--- src/rtl/core/smf_pkg.sv ---
package smf_pkg;

  // Width and reset value of the window length register
  localparam int WL_BITS  = 4;
  localparam int WL_RESET = 5;

  // Per-cycle command broadcast to every cell of the chain
  typedef struct packed {
    logic shift;  // move samples one cell down the chain, reload probes
    logic rank;   // compare against the probe and rotate probes
  } cell_ctrl_t;

endpackage

--- src/rtl/core/smf_if.sv ---
interface smf_in_if #(
  parameter int SAMPLE_BITS = 24
);
  logic                          valid;
  logic                          ready;
  logic signed [SAMPLE_BITS-1:0] sample;
  logic                          end_of_sequence;

  modport source (output valid, output sample, output end_of_sequence, input ready);
  modport sink   (input valid, input sample, input end_of_sequence, output ready);
endinterface

interface smf_out_if #(
  parameter int SAMPLE_BITS = 24
);
  logic                          valid;
  logic                          ready;
  logic signed [SAMPLE_BITS-1:0] filtered;
  logic                          last_out;

  modport source (output valid, output filtered, output last_out, input ready);
  modport sink   (input valid, input filtered, input last_out, output ready);
endinterface

interface smf_cfg_if;
  logic                          valid;
  logic                          ready;
  logic [smf_pkg::WL_BITS-1:0]   window_length;

  modport source (output valid, output window_length, input ready);
  modport sink   (input valid, input window_length, output ready);
endinterface

--- src/rtl/core/smf_cell.sv ---
module smf_cell #(
  parameter int SAMPLE_BITS = 24,
  parameter int CNT_BITS    = 4
) (
  input  logic                          clk_i,
  input  logic                          rst_ni,
  input  smf_pkg::cell_ctrl_t           ctrl_i,
  input  logic                          active_i,
  input  logic signed [SAMPLE_BITS-1:0] sample_i,
  input  logic signed [SAMPLE_BITS-1:0] probe_i,
  output logic signed [SAMPLE_BITS-1:0] sample_o,
  output logic signed [SAMPLE_BITS-1:0] probe_o,
  output logic [CNT_BITS-1:0]           lt_o,
  output logic [CNT_BITS-1:0]           le_o
);
  import smf_pkg::*;

  logic signed [SAMPLE_BITS-1:0] sample_q;
  logic signed [SAMPLE_BITS-1:0] probe_q;
  logic [CNT_BITS-1:0]           lt_q, lt_d;
  logic [CNT_BITS-1:0]           le_q, le_d;

  // Count window samples below / not above the held sample
  always_comb begin
    lt_d = lt_q;
    le_d = le_q;
    if (ctrl_i.shift) begin
      lt_d = '0;
      le_d = '0;
    end else if (ctrl_i.rank && active_i) begin
      if (probe_q < sample_q) lt_d = lt_q + CNT_BITS'(1);
      if (probe_q <= sample_q) le_d = le_q + CNT_BITS'(1);
    end
  end

  always_ff @(posedge clk_i or negedge rst_ni) begin
    if (!rst_ni) begin
      lt_q <= '0;
      le_q <= '0;
    end else begin
      lt_q <= lt_d;
      le_q <= le_d;
    end
  end

  // Hold the sample; take the neighbor's sample on shift, rotate probes on rank
  always_ff @(posedge clk_i) begin
    if (ctrl_i.shift) begin
      sample_q <= sample_i;
      probe_q  <= sample_i;
    end else if (ctrl_i.rank) begin
      probe_q  <= probe_i;
    end
  end

  assign sample_o = sample_q;
  assign probe_o  = probe_q;
  assign lt_o     = lt_q;
  assign le_o     = le_q;

endmodule

--- src/rtl/core/sliding_median_filter_top.sv ---
// Running median filter over a stream of signed Q16.8 samples.
// in_i   : one sample per transfer; end_of_sequence marks the last sample.
// out_o  : filtered samples in sequence order; last_out marks the final one.
// cfg_i  : window length W (1..MAX_WINDOW, 0 acts as 1, larger values clip).
//          A write drops the sequence in progress.
// Positions whose window lies wholly inside the sequence get the window
// median (mean of the two middle values for even W, floored); a zero sample
// at the center gives zero; other positions pass through unchanged.
// One sample at a time: after a transfer the chain ranks the window
// (each cell compares itself to one rotating probe per cycle), then the
// result is written into the output register, and the next sample is
// taken only once the block is back in idle. The last sample is followed
// by a flush, one step per pending position.
// A stalled receiver holds the output register and the block waits.
// Reset sets W to 5 and starts an empty sequence.
module sliding_median_filter_top #(
  parameter int MAX_WINDOW  = 15,
  parameter int SAMPLE_BITS = 24
) (
  input  logic      clk_i,
  input  logic      rst_ni,
  smf_in_if.sink    in_i,
  smf_out_if.source out_o,
  smf_cfg_if.sink   cfg_i
);
  import smf_pkg::*;

  localparam int CW    = $clog2(MAX_WINDOW + 1);
  localparam int IW    = (MAX_WINDOW > 1) ? $clog2(MAX_WINDOW) : 1;
  localparam int W_RST = (WL_RESET > MAX_WINDOW) ? MAX_WINDOW : WL_RESET;

  localparam logic [1:0] S_IDLE  = 2'd0;
  localparam logic [1:0] S_RANK  = 2'd1;
  localparam logic [1:0] S_EMIT  = 2'd2;
  localparam logic [1:0] S_FLUSH = 2'd3;

  logic [1:0]    state_q, state_d;
  logic [CW-1:0] w_q, w_d, d_q, d_d, hl_q, hl_d;
  logic [CW-1:0] seen_q, seen_d, seen_inc;
  logic [CW-1:0] cnt_q, cnt_d;
  logic          last_q, last_d;

  logic                          out_valid_q, out_valid_d;
  logic signed [SAMPLE_BITS-1:0] out_data_q, out_data_d;
  logic                          out_last_q, out_last_d;

  logic       cfg_fire, in_fire, slot_free;
  int         wl_eff;
  cell_ctrl_t ctrl;

  logic signed [SAMPLE_BITS-1:0] smp [MAX_WINDOW];
  logic signed [SAMPLE_BITS-1:0] prb [MAX_WINDOW];
  logic [CW-1:0]                 lt  [MAX_WINDOW];
  logic [CW-1:0]                 le  [MAX_WINDOW];

  logic signed [SAMPLE_BITS-1:0] med_a, med_b, median, rd_data, main_val;
  logic signed [SAMPLE_BITS:0]   med_sum;
  logic [CW-1:0]                 rd_idx, flush_idx;
  logic                          flush_emit;

  // Handshakes: configuration wins over samples
  assign cfg_i.ready = (state_q == S_IDLE);
  assign in_i.ready  = (state_q == S_IDLE) && !cfg_i.valid;
  assign cfg_fire    = cfg_i.valid && cfg_i.ready;
  assign in_fire     = in_i.valid && in_i.ready;
  assign slot_free   = !out_valid_q || out_o.ready;

  // Cell chain: samples move down, probes rotate over the first W cells
  for (genvar i = 0; i < MAX_WINDOW; i++) begin : g_cell
    localparam int NXT = (i + 1) % MAX_WINDOW;
    logic signed [SAMPLE_BITS-1:0] s_in, p_in;

    if (i == 0) begin : g_head
      assign s_in = in_i.sample;
    end else begin : g_body
      assign s_in = smp[i-1];
    end
    assign p_in = (CW'(i) == w_q - CW'(1)) ? prb[0] : prb[NXT];

    smf_cell #(
      .SAMPLE_BITS(SAMPLE_BITS),
      .CNT_BITS   (CW)
    ) u_cell (
      .clk_i   (clk_i),
      .rst_ni  (rst_ni),
      .ctrl_i  (ctrl),
      .active_i(CW'(i) < w_q),
      .sample_i(s_in),
      .probe_i (p_in),
      .sample_o(smp[i]),
      .probe_o (prb[i]),
      .lt_o    (lt[i]),
      .le_o    (le[i])
    );
  end

  // Pick the cells whose rank covers the two middle positions
  always_comb begin
    med_a = '0;
    med_b = '0;
    for (int i = 0; i < MAX_WINDOW; i++) begin
      if (lt[i] <= d_q && d_q < le[i]) med_a = med_a | smp[i];
      if (lt[i] <= hl_q && hl_q < le[i]) med_b = med_b | smp[i];
    end
    med_sum = {med_a[SAMPLE_BITS-1], med_a} + {med_b[SAMPLE_BITS-1], med_b};
    median  = med_sum[SAMPLE_BITS:1];
  end

  // Center tap in normal operation, one position earlier while flushing
  assign rd_idx     = (state_q == S_FLUSH) ? d_q - CW'(1) : d_q;
  assign rd_data    = smp[rd_idx[IW-1:0]];
  assign flush_idx  = cnt_q - CW'(1);
  assign flush_emit = flush_idx < seen_q;
  assign seen_inc   = (seen_q == CW'(MAX_WINDOW)) ? seen_q : seen_q + CW'(1);

  always_comb begin
    if (seen_q < w_q) main_val = rd_data;
    else if (rd_data == '0) main_val = '0;
    else main_val = median;
  end

  // Clip the written window length
  always_comb begin
    wl_eff = int'(cfg_i.window_length);
    if (wl_eff < 1) wl_eff = 1;
    if (wl_eff > MAX_WINDOW) wl_eff = MAX_WINDOW;
  end

  // Sequencer
  always_comb begin
    state_d     = state_q;
    w_d         = w_q;
    d_d         = d_q;
    hl_d        = hl_q;
    seen_d      = seen_q;
    cnt_d       = cnt_q;
    last_d      = last_q;
    ctrl        = '0;
    out_valid_d = out_valid_q && !out_o.ready;
    out_data_d  = out_data_q;
    out_last_d  = out_last_q;
    case (state_q)
      S_IDLE: begin
        if (cfg_fire) begin
          w_d    = CW'(wl_eff);
          d_d    = CW'((wl_eff - 1) >> 1);
          hl_d   = CW'(wl_eff >> 1);
          seen_d = '0;
        end else if (in_fire) begin
          ctrl.shift = 1'b1;
          seen_d     = seen_inc;
          last_d     = in_i.end_of_sequence;
          if (seen_inc > d_q) begin
            state_d = S_RANK;
            cnt_d   = '0;
          end else if (in_i.end_of_sequence) begin
            state_d = S_FLUSH;
            cnt_d   = d_q;
          end
        end
      end
      S_RANK: begin
        ctrl.rank = 1'b1;
        if (cnt_q == w_q - CW'(1)) state_d = S_EMIT;
        else cnt_d = cnt_q + CW'(1);
      end
      S_EMIT: begin
        if (slot_free) begin
          out_valid_d = 1'b1;
          out_data_d  = main_val;
          out_last_d  = last_q && (d_q == '0);
          if (last_q && d_q != '0) begin
            state_d = S_FLUSH;
            cnt_d   = d_q;
          end else begin
            state_d = S_IDLE;
            if (last_q) seen_d = '0;
          end
        end
      end
      S_FLUSH: begin
        // Pending positions leave oldest first; skip those never filled
        if (!flush_emit || slot_free) begin
          ctrl.shift = 1'b1;
          cnt_d      = flush_idx;
          if (flush_emit) begin
            out_valid_d = 1'b1;
            out_data_d  = rd_data;
            out_last_d  = (flush_idx == '0);
          end
          if (flush_idx == '0) begin
            state_d = S_IDLE;
            seen_d  = '0;
          end
        end
      end
      default: state_d = S_IDLE;
    endcase
  end

  always_ff @(posedge clk_i or negedge rst_ni) begin
    if (!rst_ni) begin
      state_q     <= S_IDLE;
      w_q         <= CW'(W_RST);
      d_q         <= CW'((W_RST - 1) / 2);
      hl_q        <= CW'(W_RST / 2);
      seen_q      <= '0;
      cnt_q       <= '0;
      last_q      <= 1'b0;
      out_valid_q <= 1'b0;
    end else begin
      state_q     <= state_d;
      w_q         <= w_d;
      d_q         <= d_d;
      hl_q        <= hl_d;
      seen_q      <= seen_d;
      cnt_q       <= cnt_d;
      last_q      <= last_d;
      out_valid_q <= out_valid_d;
    end
  end

  // Output payload
  always_ff @(posedge clk_i) begin
    out_data_q <= out_data_d;
    out_last_q <= out_last_d;
  end

  assign out_o.valid    = out_valid_q;
  assign out_o.filtered = out_data_q;
  assign out_o.last_out = out_last_q;

endmodule

--- src/flat_wrapper.sv ---
// flat-port wrapper written by rule: the top's interface ports become plain ports
module sliding_median_filter_top_flat import smf_pkg::*;
#(
  parameter int MAX_WINDOW  = 15,
  parameter int SAMPLE_BITS = 24
)
  (clk_i, rst_ni, in_i_valid, in_i_sample, in_i_end_of_sequence, in_i_ready, out_o_valid, out_o_filtered, out_o_last_out, out_o_ready, cfg_i_valid, cfg_i_window_length, cfg_i_ready);
  smf_in_if #(.SAMPLE_BITS(SAMPLE_BITS)) in_i_i ();
  smf_out_if #(.SAMPLE_BITS(SAMPLE_BITS)) out_o_i ();
  smf_cfg_if cfg_i_i ();
  input  logic clk_i;
  input  logic rst_ni;
  input wire logic [$bits(in_i_i.valid)-1:0] in_i_valid;
  input wire logic [$bits(in_i_i.sample)-1:0] in_i_sample;
  input wire logic [$bits(in_i_i.end_of_sequence)-1:0] in_i_end_of_sequence;
  output wire logic [$bits(in_i_i.ready)-1:0] in_i_ready;
  output wire logic [$bits(out_o_i.valid)-1:0] out_o_valid;
  output wire logic [$bits(out_o_i.filtered)-1:0] out_o_filtered;
  output wire logic [$bits(out_o_i.last_out)-1:0] out_o_last_out;
  input wire logic [$bits(out_o_i.ready)-1:0] out_o_ready;
  input wire logic [$bits(cfg_i_i.valid)-1:0] cfg_i_valid;
  input wire logic [$bits(cfg_i_i.window_length)-1:0] cfg_i_window_length;
  output wire logic [$bits(cfg_i_i.ready)-1:0] cfg_i_ready;
  assign in_i_i.valid = in_i_valid;
  assign in_i_i.sample = in_i_sample;
  assign in_i_i.end_of_sequence = in_i_end_of_sequence;
  assign in_i_ready = in_i_i.ready;
  assign out_o_valid = out_o_i.valid;
  assign out_o_filtered = out_o_i.filtered;
  assign out_o_last_out = out_o_i.last_out;
  assign out_o_i.ready = out_o_ready;
  assign cfg_i_i.valid = cfg_i_valid;
  assign cfg_i_i.window_length = cfg_i_window_length;
  assign cfg_i_ready = cfg_i_i.ready;
  sliding_median_filter_top #(.MAX_WINDOW(MAX_WINDOW), .SAMPLE_BITS(SAMPLE_BITS)) u_core (.clk_i(clk_i), .rst_ni(rst_ni), .in_i(in_i_i), .out_o(out_o_i), .cfg_i(cfg_i_i));
endmodule
--- config.mk ---
export PLATFORM = sky130hd
export DESIGN_NAME = sliding_median_filter_top_flat
export DESIGN_NICKNAME = d
export VERILOG_FILES = /design/src/rtl/core/smf_pkg.sv /design/src/rtl/core/smf_if.sv /design/src/rtl/core/smf_cell.sv /design/src/rtl/core/sliding_median_filter_top.sv /design/src/flat_wrapper.sv
export SDC_FILE = /design/constraint.sdc
export NUM_CORES = 2
export LEC_CHECK = 0
export BUFFER_PORTS_ARGS = -buffer_cell sky130_fd_sc_hd__buf_2
export CAP_MARGIN = 25
export CORE_ASPECT_RATIO = 0.7
export CORE_MARGIN = 4
export CORE_UTILIZATION = 30
export CTS_BUF_LIST = sky130_fd_sc_hd__clkbuf_2
export DETAILED_ROUTE_END_ITERATION = 7
export GPL_TIMING_DRIVEN = 0
export SYNTH_ARGS = -nofsm -noshare
export SYNTH_HDL_FRONTEND = slang
export SYNTH_SLANG_ARGS = --single-unit
--- constraint.sdc ---
create_clock -name clk_i -period 18.1 [get_ports clk_i]
set_input_delay 0.905 -clock clk_i [delete_from_list [all_inputs] [get_ports clk_i]]
set_output_delay 0.905 -clock clk_i [all_outputs]
set_load 0.01 [all_outputs]
==> metrics list <==
- After synthesis, the largest area contributor takes up 38.6% of total cell area.
- Total DRC errors in the routed layout: 15
- Of all flip-flops after synthesis, the portion carrying an async set or reset was 15.8%.
- For hold timing, the worst endpoint is u_core.g_cell[0].u_cell.sample_o[8].
- The flow ran to the end, but the final reports show violations.
* IO buf count: 61
- On the final layout, the worst clock skew is 0.199 ns.
- STA classifies the critical path endpoint as a register.
- The number of global-route vias before repair was 48300.
- Data on the critical path is required at its endpoint by 19.71 ns.
* TritonCTS sink count: 885
- Final HPWL from detailed placement: 244000 microns
- For this block, the initial DRC count from the detailed router was 9871.
* Reg-to-Reg End: u_core.out_o.filtered[23]
* Number of instances in the synthesized netlist: 5520
* Mapped Area: 0.0579 sq mm
* Min-Delay Path Depth: 3
- Sequential cell area fraction in the yosys report: 44.7%
- TritonCTS clock tree: done
- Global routing used 29.2% of the available tracks across all layers.
- Max-cap violations in this run came to 0.
- Grt ovf: 0
* I/O Pins: 62
- Crit share post-route: 56.7%
* Leading register cell type out of synthesis: sky130_fd_sc_hd__edfxtp_1
- Number of buffers added by the clock tree synthesis step: 230
- Post-CTS timing repair inserted 0 buffers for setup.
- Source of the worst register-to-register timing path: u_core.d_q[3]
* Worst hold path class: primary input to register
* Global-route wire length before repair: 402000 microns
* Core Region: 0.191 sq mm
- Utilization after layout: 34.7%
- Aggregate negative setup slack: 0 ns
- Timing would allow up to 97.5 MHz.
- The worst setup path is launched from a register.
- Fill count: 19200
- Once the clock tree was built, the resizer swapped 0 gates to a different size.
- The number of antenna violations at the first check in global routing came to 15.
- Main area contributors after synthesis: sky130_fd_sc_hd__edfxtp_1 (39%), sky130_fd_sc_hd__ha_1 (13%), sky130_fd_sc_hd__dfrtp_1 (5.9%)
* Weighted congestion at the end of routability-driven global placement: 1.17
- The root buffer cell chosen for the clock tree is sky130_fd_sc_hd__clkbuf_2.
- Start point of the worst min-delay path: in_i_sample[8]
- Post-layout net count: 6657
* Number of pins with negative max-slew slack in the final report: 0
- For the worst-skew pair, the clock arrives at the later sink with an insertion delay of 1.85 ns.
- The floorplan has 134 rows.
- Cell type with the highest aggregate area in the netlist: sky130_fd_sc_hd__edfxtp_1
- The checks that failed: DRC.
- DR WL/cell: 34.6 microns
- The floorplan step set the die width to 533 microns.
* Worst endpoint data arrival time: 11.87 ns
- Detail-routed via count per cell: 6.04
- Yosys mapped a number of flops with a built-in enable equal to 745.
- Min Tclk post-route: 10.26 ns
* Maximum number of pins on one net before global-route repair: 87
* Routed Antenna Nets: 0
- For the pin with the worst max-slew slack, the measured transition is 1.30 ns.
* Max clock buf depth: 3
- Design area: 0.0664 sq mm
- Number of buffers inserted by hold repair at cts: 74
- Setup repair after global routing left no endpoint under its margin.
- Counting cells, the worst reg-to-reg path comes to 23.
- The first detailed-routing pass took 8 iterations.
- The H-tree generated during clock tree synthesis spans 4 levels.
* Wirelength, routed: 305000 microns
* Starting density of the core: 30.3%
- The worst register-to-register path has a setup slack of 7.84 ns.
- Each instance of the synthesized netlist takes up on average 10.5 sq um.
- Yosys printed 0 warnings.
* Total Die Area: 0.200 sq mm
- For this block, the via count after detailed routing is 53100.
* Largest fanout on the critical path: 18
* Remaining max-slew budget at the tightest pin: 13.0%
- Final-report hold violation count: 0
- Share of cells above drive strength 1: 11.7%
- The setup path with the least slack is of type register to register.
- Clock slew at reported path FFs: 0.11 ns
- Synth cell types: 73
- Synthesis-to-finish area growth: 14.6%
- After synthesis the netlist holds a flip-flop and latch count of 885.
* Placed Instance Area: 0.0633 sq mm
- The die is 376 microns tall.
* Synthesized Nets: 6174
- Total of endpoints with negative setup slack in the final report: 0
## per-stage QoR
stage / hold slack (ns) / setup WS, ns / std cells
finish: 0.378 / 7.84 / 8800
global route: 0.300 / 8.06 / 8786
CTS: 0.0865 / 8.43 / 8763
detailed placement: 0.511 / 8.46 / 8266
global placement: 0.501 / -4.77 / 8165
floorplan: 0.495 / 4.62 / 5520
## critical path, cell delays in order (launching register included)
cell and delay (ns):
sky130_fd_sc_hd__dfrtp_1 0.69, sky130_fd_sc_hd__buf_16 0.31, sky130_fd_sc_hd__inv_1 0.81, sky130_fd_sc_hd__ha_1 0.42, sky130_fd_sc_hd__a21oi_1 0.18, sky130_fd_sc_hd__o21ai_0 0.16, sky130_fd_sc_hd__a211oi_4 0.63, sky130_fd_sc_hd__buf_8 0.24
sky130_fd_sc_hd__clkbuf_1 0.57, sky130_fd_sc_hd__clkbuf_1 0.90, sky130_fd_sc_hd__a22oi_1 0.30, sky130_fd_sc_hd__nand4_1 0.24, sky130_fd_sc_hd__ha_1 0.33, sky130_fd_sc_hd__a21oi_1 0.91, sky130_fd_sc_hd__a221oi_1 0.32, sky130_fd_sc_hd__buf_4 0.26
sky130_fd_sc_hd__o2111ai_1 0.25, sky130_fd_sc_hd__a31oi_1 0.21, sky130_fd_sc_hd__o41ai_1 0.64, sky130_fd_sc_hd__o2111ai_1 0.41, sky130_fd_sc_hd__a21oi_1 0.34, sky130_fd_sc_hd__nor2b_1 0.08, sky130_fd_sc_hd__o41ai_1 0.52, sky130_fd_sc_hd__buf_2 0.29
## layout make-up
type                       count  area, sq um  area share [%]
antenna                       22         55.1          0.0829
buffer                       255         1020            1.53
clock buffer                 332         1660            2.50
clock inverter                91          480           0.723
inverter                     510         1910            2.88
multi-input combinational   3870        29300            44.1
sequential                   885        25900            39.0
tap                         2584         3230            4.87
timing repair buffer         251         2870            4.33
## cells in the mapped netlist (all sizes together), types with 8 or more instances
library cell,number
or2,15
a22oi,205
mux2,9
o211ai,8
xnor2,60
a211oi,34
xor2,32
edfxtp,745
mux2i,338
nand2,616
or3,23
o21a,56
nor4,11
nand3,92
nor3,35
dfrtp,137
nand4,167
ha,619
clkbuf,217
o21ai,555
a222oi,56
inv,509
nor2b,54
a221oi,59
nor2,223
a2111oi,10
buf,38
a21oi,215
nand2b,49
a22o,19
and3,17
a21o,98
mux4,96
## cells in the final DEF, fill, tap and decap left out, types with 22 or more instances in the layout
cell type,n
sky130_fd_sc_hd__a21o_1,98
sky130_fd_sc_hd__a21oi_1,215
sky130_fd_sc_hd__a221oi_1,55
sky130_fd_sc_hd__a222oi_1,56
sky130_fd_sc_hd__a22oi_1,205
sky130_fd_sc_hd__buf_2,84
sky130_fd_sc_hd__buf_8,49
sky130_fd_sc_hd__clkbuf_1,215
sky130_fd_sc_hd__clkbuf_2,335
sky130_fd_sc_hd__clkinv_1,63
sky130_fd_sc_hd__dfrtp_1,137
sky130_fd_sc_hd__diode_2,22
sky130_fd_sc_hd__dlygate4sd3_1,73
sky130_fd_sc_hd__edfxtp_1,745
sky130_fd_sc_hd__ha_1,619
sky130_fd_sc_hd__inv_1,509
sky130_fd_sc_hd__mux2i_1,338
sky130_fd_sc_hd__mux4_2,96
sky130_fd_sc_hd__nand2_1,615
sky130_fd_sc_hd__nand2b_1,48
sky130_fd_sc_hd__nand3_1,92
sky130_fd_sc_hd__nand4_1,167
sky130_fd_sc_hd__nor2_1,222
sky130_fd_sc_hd__nor2b_1,54
sky130_fd_sc_hd__nor3_1,32
sky130_fd_sc_hd__o21a_1,56
sky130_fd_sc_hd__o21ai_0,530
sky130_fd_sc_hd__o21ai_1,25
sky130_fd_sc_hd__or3_1,23
sky130_fd_sc_hd__xnor2_1,58
sky130_fd_sc_hd__xor2_1,32
## metal layers
metal,global-route usage [%],share of wire [%],up-vias
met5,0.263,0.24,-
li1,-,-,21800
met1,41.0,42,26500
met2,36.4,36,4203
met4,9.76,3.7,16
met3,16.6,17,583
## flip-flops by register name (all words and copies together) (netlist names), 4 cells and up
signal and count:
u_core.g_cell.u_cell.lt_o 60, u_core.g_cell.u_cell.sample_o 360, u_core.out_o.filtered 24, u_core.cnt_q 4, u_core.g_cell.u_cell.probe_o 360, u_core.d_q 4, u_core.w_q 4, u_core.g_cell.u_cell.le_o 60
u_core.seen_q 4
## logic make-up after synthesis
group	Yosys count	synth area share, %
AO/OA/AOI/OAI	1387	15.2
XOR/XNOR	92	1.39
adder cells (fa/ha/maj)	620	13.4
buffers and inverters	765	5.05
flip-flops	885	44.7
multiplexers	443	9.75
AND/OR/NAND/NOR	1328	10.5
## worst max path at each step
stage,start,end,slack (ns)
finish,u_core.d_q[3],u_core.out_o.filtered[23],7.84
global route,u_core.w_q[3],u_core.out_o.filtered[21],8.06
CTS,u_core.d_q[3],u_core.out_o.filtered[21],8.43
detailed placement,u_core.d_q[3],u_core.out_o.filtered[23],8.46
global placement,u_core.cnt_q[0],u_core.g_cell[3].u_cell.sample_o[8],-4.77
floorplan,u_core.cnt_q[0],u_core.g_cell[0].u_cell.sample_o[0],4.62
Power is left out: the tool's default activity adds up to more than one toggle a clock period on the data nets, which glitch-free logic cannot reach.
